## src/rtl/mmhc_pkg.sv

```systemverilog
// mmhc_pkg: shared types and constants for the min/max heat-map colorizer.
// No dependencies; imported by the controller, datapath and top level.
`default_nettype none

package mmhc_pkg;

  // quotient bits of floor(K*t/d); the largest quotient is 512
  localparam int QBITS = 10;
  localparam int CNT_W = 4;

  localparam logic [7:0] PIX_FULL = 8'd255;
  localparam logic [7:0] PIX_ZERO = 8'd0;

  localparam logic [1:0] CH_RED   = 2'd0;
  localparam logic [1:0] CH_GREEN = 2'd1;
  localparam logic [1:0] CH_BLUE  = 2'd2;

  localparam logic REQ_GATHER = 1'b0;
  localparam logic REQ_MAP    = 1'b1;

  // controller -> datapath commands
  typedef struct packed {
    logic gather;    // fold accepted sample into range
    logic first;     // gather restarts the range
    logic load;      // capture map sample
    logic calc1;     // range checks, d and t
    logic calc2;     // numerator, half and zero tests
    logic div_step;  // one restoring division step
    logic finish;    // build pixel into output register
  } cmd_t;

endpackage

`default_nettype wire

```

## src/rtl/mmhc_ctrl.sv

```systemverilog
// mmhc_ctrl: sequencing FSM for the heat-map colorizer.
// Depends on mmhc_pkg (cmd_t, QBITS, CNT_W, REQ_* codes).
`default_nettype none

module mmhc_ctrl (
  input  wire logic         clk,
  input  wire logic         rst_n,
  input  wire logic         in_tvalid,
  output logic              in_tready,
  input  wire logic         in_req_type,
  input  wire logic         in_first,
  output logic              out_tvalid,
  input  wire logic         out_tready,
  output mmhc_pkg::cmd_t    cmd
);
  import mmhc_pkg::*;

  typedef enum logic [2:0] {
    S_IDLE,
    S_CALC1,
    S_CALC2,
    S_DIV,
    S_FIN
  } state_t;

  state_t            state_r, state_nxt;
  logic [CNT_W-1:0]  cnt_r, cnt_nxt;
  logic              out_valid_r, out_valid_nxt;
  logic              in_acc;
  logic              out_free;

  assign in_tready  = (state_r == S_IDLE);
  assign out_tvalid = out_valid_r;
  assign in_acc     = in_tvalid && in_tready;
  assign out_free   = !out_valid_r || out_tready;

  always_comb begin
    state_nxt     = state_r;
    cnt_nxt       = cnt_r;
    out_valid_nxt = out_valid_r && !out_tready;
    cmd           = '0;
    case (state_r)
      S_IDLE: begin
        if (in_acc) begin
          if (in_req_type == REQ_GATHER) begin
            cmd.gather = 1'b1;
            cmd.first  = in_first;
          end else begin
            cmd.load  = 1'b1;
            state_nxt = S_CALC1;
          end
        end
      end
      S_CALC1: begin
        cmd.calc1 = 1'b1;
        state_nxt = S_CALC2;
      end
      S_CALC2: begin
        cmd.calc2 = 1'b1;
        cnt_nxt   = '0;
        state_nxt = S_DIV;
      end
      S_DIV: begin
        cmd.div_step = 1'b1;
        cnt_nxt      = cnt_r + 1'b1;
        if (cnt_r == CNT_W'(QBITS - 1)) begin
          state_nxt = S_FIN;
        end
      end
      S_FIN: begin
        if (out_free) begin
          cmd.finish    = 1'b1;
          out_valid_nxt = 1'b1;
          state_nxt     = S_IDLE;
        end
      end
      default: begin
        state_nxt = S_IDLE;
      end
    endcase
  end

  always_ff @(posedge clk) begin
    if (!rst_n) begin
      state_r     <= S_IDLE;
      cnt_r       <= '0;
      out_valid_r <= 1'b0;
    end else begin
      state_r     <= state_nxt;
      cnt_r       <= cnt_nxt;
      out_valid_r <= out_valid_nxt;
    end
  end

endmodule

`default_nettype wire

```

## src/rtl/mmhc_dpath.sv

```systemverilog
// mmhc_dpath: range registers, restoring divider and pixel builder.
// Depends on mmhc_pkg (cmd_t, QBITS, pixel and channel constants).
`default_nettype none

module mmhc_dpath #(
  parameter int SAMPLE_BITS = 32
) (
  input  wire logic                          clk,
  input  wire logic                          rst_n,
  input  wire mmhc_pkg::cmd_t                cmd,
  input  wire logic signed [SAMPLE_BITS-1:0] sample,
  input  wire logic                          cfg_we,
  input  wire logic [1:0]                    cfg_data,
  output logic [7:0]                         red,
  output logic [7:0]                         green,
  output logic [7:0]                         blue,
  output logic [7:0]                         alpha,
  output logic                               out_of_range
);
  import mmhc_pkg::*;

  localparam int SB = SAMPLE_BITS;
  localparam int W  = SB + QBITS;

  logic signed [SB-1:0] lo_r, hi_r, smp_r;
  logic [1:0]           chan_r;
  logic [SB-1:0]        d_r, t_r;
  logic                 oor_r, half_r, dz_r;
  logic [W-1:0]         rem_r, dsh_r;
  logic [QBITS-1:0]     q_r;
  logic [7:0]           red_r, green_r, blue_r, alpha_r;
  logic                 oor_out_r;

  logic signed [SB:0]   d_wide, t_wide;
  logic [W-1:0]         num512, num2, num;
  logic                 half;
  logic [W-1:0]         rem_sub;
  logic                 ge;
  logic [7:0]           col, oth, alp;

  // control state: range and channel select
  always_ff @(posedge clk) begin
    if (!rst_n) begin
      lo_r   <= '0;
      hi_r   <= '0;
      chan_r <= CH_RED;
    end else begin
      if (cfg_we) begin
        chan_r <= cfg_data;
      end
      if (cmd.gather) begin
        if (cmd.first) begin
          lo_r <= sample;
          hi_r <= sample;
        end else begin
          if (sample < lo_r) begin
            lo_r <= sample;
          end
          if (sample > hi_r) begin
            hi_r <= sample;
          end
        end
      end
    end
  end

  assign d_wide = {hi_r[SB-1], hi_r} - {lo_r[SB-1], lo_r};
  assign t_wide = {smp_r[SB-1], smp_r} - {lo_r[SB-1], lo_r};

  // numerator: 510t = 512t - 2t, or 512t past the midpoint
  assign num512 = {{(QBITS-9){1'b0}}, t_r, 9'b0};
  assign num2   = {{(QBITS-1){1'b0}}, t_r, 1'b0};
  assign half   = ({t_r, 1'b0} <= {1'b0, d_r});
  assign num    = half ? (num512 - num2) : num512;

  assign ge      = (rem_r >= dsh_r);
  assign rem_sub = rem_r - dsh_r;

  // pixel build from quotient
  always_comb begin
    col = PIX_FULL;
    oth = PIX_ZERO;
    alp = PIX_FULL;
    if (oor_r) begin
      col = PIX_ZERO;
      alp = PIX_ZERO;
    end else if (dz_r) begin
      col = PIX_FULL;
    end else if (half_r) begin
      col = q_r[7:0];
    end else begin
      oth = q_r[QBITS-1] ? PIX_FULL : q_r[7:0];  // q - 256, clipped
    end
    if (chan_r != CH_RED && chan_r != CH_GREEN && chan_r != CH_BLUE) begin
      col = PIX_ZERO;
      oth = PIX_ZERO;
      alp = PIX_ZERO;
    end
  end

  // payload registers
  always_ff @(posedge clk) begin
    if (cmd.load) begin
      smp_r <= sample;
    end
    if (cmd.calc1) begin
      oor_r <= (smp_r < lo_r) || (smp_r > hi_r);
      d_r   <= d_wide[SB-1:0];
      t_r   <= t_wide[SB-1:0];
    end
    if (cmd.calc2) begin
      half_r <= half;
      dz_r   <= (d_r == '0);
      rem_r  <= num;
      dsh_r  <= {1'b0, d_r, {(QBITS-1){1'b0}}};
      q_r    <= '0;
    end
    if (cmd.div_step) begin
      if (ge) begin
        rem_r <= rem_sub;
      end
      q_r   <= {q_r[QBITS-2:0], ge};
      dsh_r <= {1'b0, dsh_r[W-1:1]};
    end
    if (cmd.finish) begin
      red_r     <= (chan_r == CH_RED)   ? col : oth;
      green_r   <= (chan_r == CH_GREEN) ? col : oth;
      blue_r    <= (chan_r == CH_BLUE)  ? col : oth;
      alpha_r   <= alp;
      oor_out_r <= oor_r;
    end
  end

  assign red          = red_r;
  assign green        = green_r;
  assign blue         = blue_r;
  assign alpha        = alpha_r;
  assign out_of_range = oor_out_r;

endmodule

`default_nettype wire

```

## src/rtl/minmax_heatmap_colorizer.sv

```systemverilog
// minmax_heatmap_colorizer: top level of the two-pass min/max heat-map colorizer.
// Depends on mmhc_pkg, mmhc_ctrl and mmhc_dpath.
`default_nettype none

// Channel  Dir  Handshake              Payload
// in       in   in_tvalid/in_tready    tdata: sample; tuser: req_type, first
// out      out  out_tvalid/out_tready  tdata: red, green, blue, alpha; tuser: out_of_range
// cfg      in   cfg_valid/cfg_ready    cfg_data: channel_select
//
// A gather transaction updates the range in its accept cycle and is done;
// in_tready stays high, so gathers run one per cycle while no map item is in progress.
// A map transaction runs the setup states CALC1 and CALC2, ten restoring-division
// steps (one quotient bit each) and one output load before the next accept.
// The output register holds a result until taken; the next map item is
// accepted meanwhile and stalls only at its output load.
// Reset (rst_n low, synchronous) clears range to 0..0 and channel_select to red.
// cfg_ready is always high; write only while the block is idle.

module minmax_heatmap_colorizer #(
  parameter int SAMPLE_BITS = 32
) (
  input  wire logic                              clk,
  input  wire logic                              rst_n,
  input  wire logic                              in_tvalid,
  output logic                                   in_tready,
  // [SAMPLE_BITS-1:0] sample, zero padding above
  input  wire logic [((SAMPLE_BITS+7)/8)*8-1:0]  in_tdata,
  // [0] req_type, [1] first
  input  wire logic [1:0]                        in_tuser,
  output logic                                   out_tvalid,
  input  wire logic                              out_tready,
  // [7:0] red, [15:8] green, [23:16] blue, [31:24] alpha
  output logic [31:0]                            out_tdata,
  // [0] out_of_range
  output logic [0:0]                             out_tuser,
  input  wire logic                              cfg_valid,
  output logic                                   cfg_ready,
  input  wire logic [1:0]                        cfg_data
);
  import mmhc_pkg::*;

  cmd_t                        cmd;
  logic signed [SAMPLE_BITS-1:0] sample;
  logic [7:0]                  red, green, blue, alpha;
  logic                        oor;

  assign sample    = in_tdata[SAMPLE_BITS-1:0];
  assign cfg_ready = 1'b1;

  mmhc_ctrl u_ctrl (
    .clk         (clk),
    .rst_n       (rst_n),
    .in_tvalid   (in_tvalid),
    .in_tready   (in_tready),
    .in_req_type (in_tuser[0]),
    .in_first    (in_tuser[1]),
    .out_tvalid  (out_tvalid),
    .out_tready  (out_tready),
    .cmd         (cmd)
  );

  mmhc_dpath #(
    .SAMPLE_BITS (SAMPLE_BITS)
  ) u_dpath (
    .clk          (clk),
    .rst_n        (rst_n),
    .cmd          (cmd),
    .sample       (sample),
    .cfg_we       (cfg_valid && cfg_ready),
    .cfg_data     (cfg_data),
    .red          (red),
    .green        (green),
    .blue         (blue),
    .alpha        (alpha),
    .out_of_range (oor)
  );

  assign out_tdata = {alpha, blue, green, red};
  assign out_tuser = oor;

endmodule

`default_nettype wire

```

## config.mk

```make
export PLATFORM = sky130hd
export DESIGN_NAME = minmax_heatmap_colorizer
export DESIGN_NICKNAME = d
export VERILOG_FILES = /design/src/rtl/mmhc_pkg.sv /design/src/rtl/mmhc_ctrl.sv /design/src/rtl/mmhc_dpath.sv /design/src/rtl/minmax_heatmap_colorizer.sv
export SDC_FILE = /design/constraint.sdc
export NUM_CORES = 1
export LEC_CHECK = 0
export BUFFER_PORTS_ARGS = -buffer_cell sky130_fd_sc_hd__buf_2
export CORE_ASPECT_RATIO = 1.25
export CORE_MARGIN = 5
export CORE_UTILIZATION = 69
export CTS_CLUSTER_DIAMETER = 40
export DETAILED_ROUTE_END_ITERATION = 10
export PLACE_DENSITY = 0.95
export SKIP_CTS_REPAIR_TIMING = 1
export SLEW_MARGIN = 0
export SYNTH_ARGS = -nofsm -noshare
export SYNTH_HDL_FRONTEND = slang
export SYNTH_SLANG_ARGS = --single-unit
```

## constraint.sdc

```tcl
create_clock -name clk -period 12.6 [get_ports clk]
set_input_delay 0.63 -clock clk [delete_from_list [all_inputs] [get_ports clk]]
set_output_delay 0.63 -clock clk [all_outputs]
set_load 0.05 [all_outputs]
```

==> metrics.csv <==
stage,metric,value,unit
run_status,status,"finished, final reports clean",
critical_path,Crit Path Max Fanout,22,
die,# rows,72,
sta,maximum clock frequency,225.0,MHz
critical_path,Worst Setup Start Kind,flip-flop,
detailed_routing,drt first pass iters,7,
global_routing,largest net degree at the start of global routing,67,
synth,ys flop type,edfxtp_1,
placement,gp weighted congestion,0.9643,
synth,"EDFF count, synth",176,
detailed_routing,length of routed wiring on met1,22.76,mm
sta,worst slew pin tran,1.186,ns
detailed_routing,DRT Wirelength,59.56,mm
layout,# fillers,2086,
synth,Synth Register Bits,292,
critical_path,critical path arrival,4.89,ns
detailed_routing,met3 wire len,3.709,mm
critical_path,"delay-heaviest family, CP",simple AND/OR/NAND/NOR gates,
layout,P&R area growth vs syn,8.888,%
synth,Syn Area/Cell,9.131,µm²
critical_path,largest stage delay on the critical path,0.95,ns
sta,RSZ-0062 raised after global routing,false,
die,core area,30810,µm²
synth,Yosys cell types,90,
placement,post-DP HPWL,44.53,mm
detailed_routing,1st-iter DRT viols,1550,
clock_tree,Root Buffer,clkbuf_16,
synth,Post-Synth Adder-Cell Area,15.26,%
critical_path,Setup CP Type,flip-flop to flip-flop,
detailed_routing,routed vias/inst,6.524,
placement,Setup WS pre-CTS,8.116,ns
layout,fin util,75.87,%
detailed_routing,Max Used Layer,met4,
synth,"Cell Area, Synth",21470,µm²
sta,# setup viols final,0,
critical_path,worst setup path start,u_dpath.hi_r[10],
synth,cell count after synthesis,2351,
clock_tree,CTS Buf Count,38,
layout,Final #Nets,2700,
detailed_routing,drt drc,0,
layout,Final Instance Area,23380,µm²
synth,XOR/XNOR Fraction of Synth Area,4.400,%
detailed_routing,drt wl/cell,21.00,µm
die,Vert. Die Dim,207.2,µm
clock_tree,Skew-Pair Late Insertion Delay,0.54,ns
sta,Worst Slack Setup Final,8.155,ns
critical_path,worst path required time,13.05,ns
detailed_routing,met2 WL post-DR,29.37,mm
placement,dpl cell area,22090,µm²
job,max cap viols,0,
layout,share of cells above drive strength 1,8.069,%
worst_hold_path,Hold Crit Class,input port to flip-flop,
layout,ANT cells,0,
die,die width,167.8,µm
detailed_routing,Vias,18500,
critical_path,Crit path buffers/inverters,2,
critical_path,Worst R2R Start,u_dpath.hi_r[10],
clock_tree,CTS tree,done,
synth,simple logic cell fraction of the synthesized area,14.97,%
pwr,Cell Pwr Density,171.1,nW/µm²
clock_tree,clock transition at the registers of the reported paths,0.06,ns
synth,proportion of synthesized area in mux cells,4.132,%
critical_path,crit path max-delay cell type,nor3_2,
critical_path,CP Cell Sequence,inv_1 -> ha_1 -> nand4_1 -> nor2_1 -> a21boi_0 -> o21ai_0 -> and4_1 -> nor3_2 -> buf_4 -> mux2i_1,
sta,final worst path period share,35.28,%
sta,crit path time final,4.445,ns
synth,"Seq/Total Area, Yosys",35.44,%
global_routing,number of global-route vias before repair,18730,
pwr,peak supply drop,0.1557,mV
die,Die Footprint,34760,µm²
global_routing,initial antenna violation count,0,
placement,IO Port Bufs,75,
synth,Post-Syn Nets,2652,
synth,Compound-Gate Fraction of Synth Area,20.49,%
global_routing,gr ovfl total,0,
detailed_routing,antenna-violating nets left,0,
global_routing,GRT Overall Usage,33.51,%
die,Initial Utilization,69.68,%
layout,"commonest non-fill, non-tap cells in the layout","ha_1, nand2_1, inv_1, edfxtp_1, a21oi_1",
clock_tree,H-tree levels,2,
global_routing,first-pass GRT wire length,96.33,mm
sta,Hold Fails Final Rpt,0,
synth,ys async rst share,0,%
critical_path,reg2reg setup slack,8.16,ns
sta,Worst Hold Slack,0.3338,ns
sta,skew final,0.01608,ns
clock_tree,Longest Clk Path Bufs,3,
synth,largest family of logic cells by synthesized area,compound AO/OA/AOI/OAI gates,
sta,relative slew slack,20.47,%
clock_tree,Clock Sinks,292,
die,count of boundary I/O pins,77,
worst_hold_path,hold_sp,in_tdata[0],
synth,Syn. warnings,0,
sta,Slew Limit Fails,0,
critical_path,CP Capture Type,flip-flop,
layout,"commonest non-fill, non-tap cell in the layout",ha_1,
sta,setup TNS,0,ns
pwr,Leak,0.01009,µW
==> per-layer routing <==
layer,GRT usage (%),vias up
met5,0,-
met4,17.53,0
met3,4.267,241
met2,58.56,876
met1,40.17,8690
li1,-,8696
==> cells in the mapped netlist, types with 53 or more instances <==
master / instances / area [µm²]
o21a_1: 55 / 412.9
inv_1: 204 / 765.7
xnor2_1: 53 / 464.2
nand2_1: 218 / 818.3
o21ai_0: 105 / 525.5
a21o_1: 110 / 825.8
a21oi_1: 168 / 840.8
mux2i_1: 83 / 830.8
xor2_1: 53 / 464.2
edfxtp_1: 176 / 5285
ha_1: 257 / 3216
dfxtp_1: 116 / 2322
nor2_1: 157 / 589.3
==> metrics by stage <==
step / cells / total power (µW)
floorplan: 2351 / 2490
global placement: 2766 / 2801
detailed placement: 2766 / 2863
CTS: 2836 / 3967
global route: 2836 / 4221
finish: 2836 / 3999
==> worst paths after layout <==
check                     end  cells after the start
max          u_dpath.hi_r[10]                     10
min          u_dpath.smp_r[0]                      1
max reg2reg  u_dpath.hi_r[10]                     10
min reg2reg  u_dpath.rem_r[0]                      2
==> cells by family (layout without fill, tap and decap cells) <==
logic type / count (synthesis) / count (layout)
XOR/XNOR: 107 / 107
adder cells (fa/ha/maj): 260 / 260
multiplexers: 88 / 88
buffers and inverters: 284 / 362
other: 1 / 1
AND/OR/NAND/NOR: 665 / 665
flip-flops: 292 / 292
AO/OA/AOI/OAI: 654 / 654
==> sequential cells by signal, indices dropped and copies added (netlist names) <==
register              flops
u_dpath.chan_r            2
u_dpath.t_r              32
u_ctrl.out_tvalid         1
u_dpath.red               8
u_dpath.alpha             1
u_dpath.oor_r             1
u_dpath.lo_r             32
u_dpath.green             8
u_dpath.dsh_r            41
u_dpath.dz_r              1
u_ctrl.cnt_r              4
u_dpath.blue              8
u_ctrl.state_r            3
u_dpath.rem_r            42
u_dpath.d_r              32
u_dpath.q_r              10
u_dpath.smp_r            32
u_dpath.hi_r             32
u_dpath.half_r            1
u_dpath.out_of_range      1
==> power breakdown <==
| part | switching [µW] | internal, µW |
|---|---|---|
| combinational | 959 | 665 |
| sequential | 103 | 1180 |
| clock | 448 | 640 |
==> layout make-up <==
type / instances / area, µm² / share of cell area (%)
Clock buffer: 47 / 1069 / 4.571
Clock inverter: 23 / 212.7 / 0.9099
Inverter: 207 / 777.0 / 3.324
Multi-Input combinational cell: 1775 / 12750 / 54.55
Sequential cell: 292 / 7607 / 32.54
Tap cell: 407 / 509.2 / 2.178
Timing Repair Buffer: 85 / 450.4 / 1.927
No activity file was read; power rests on OpenSTA's default activity.
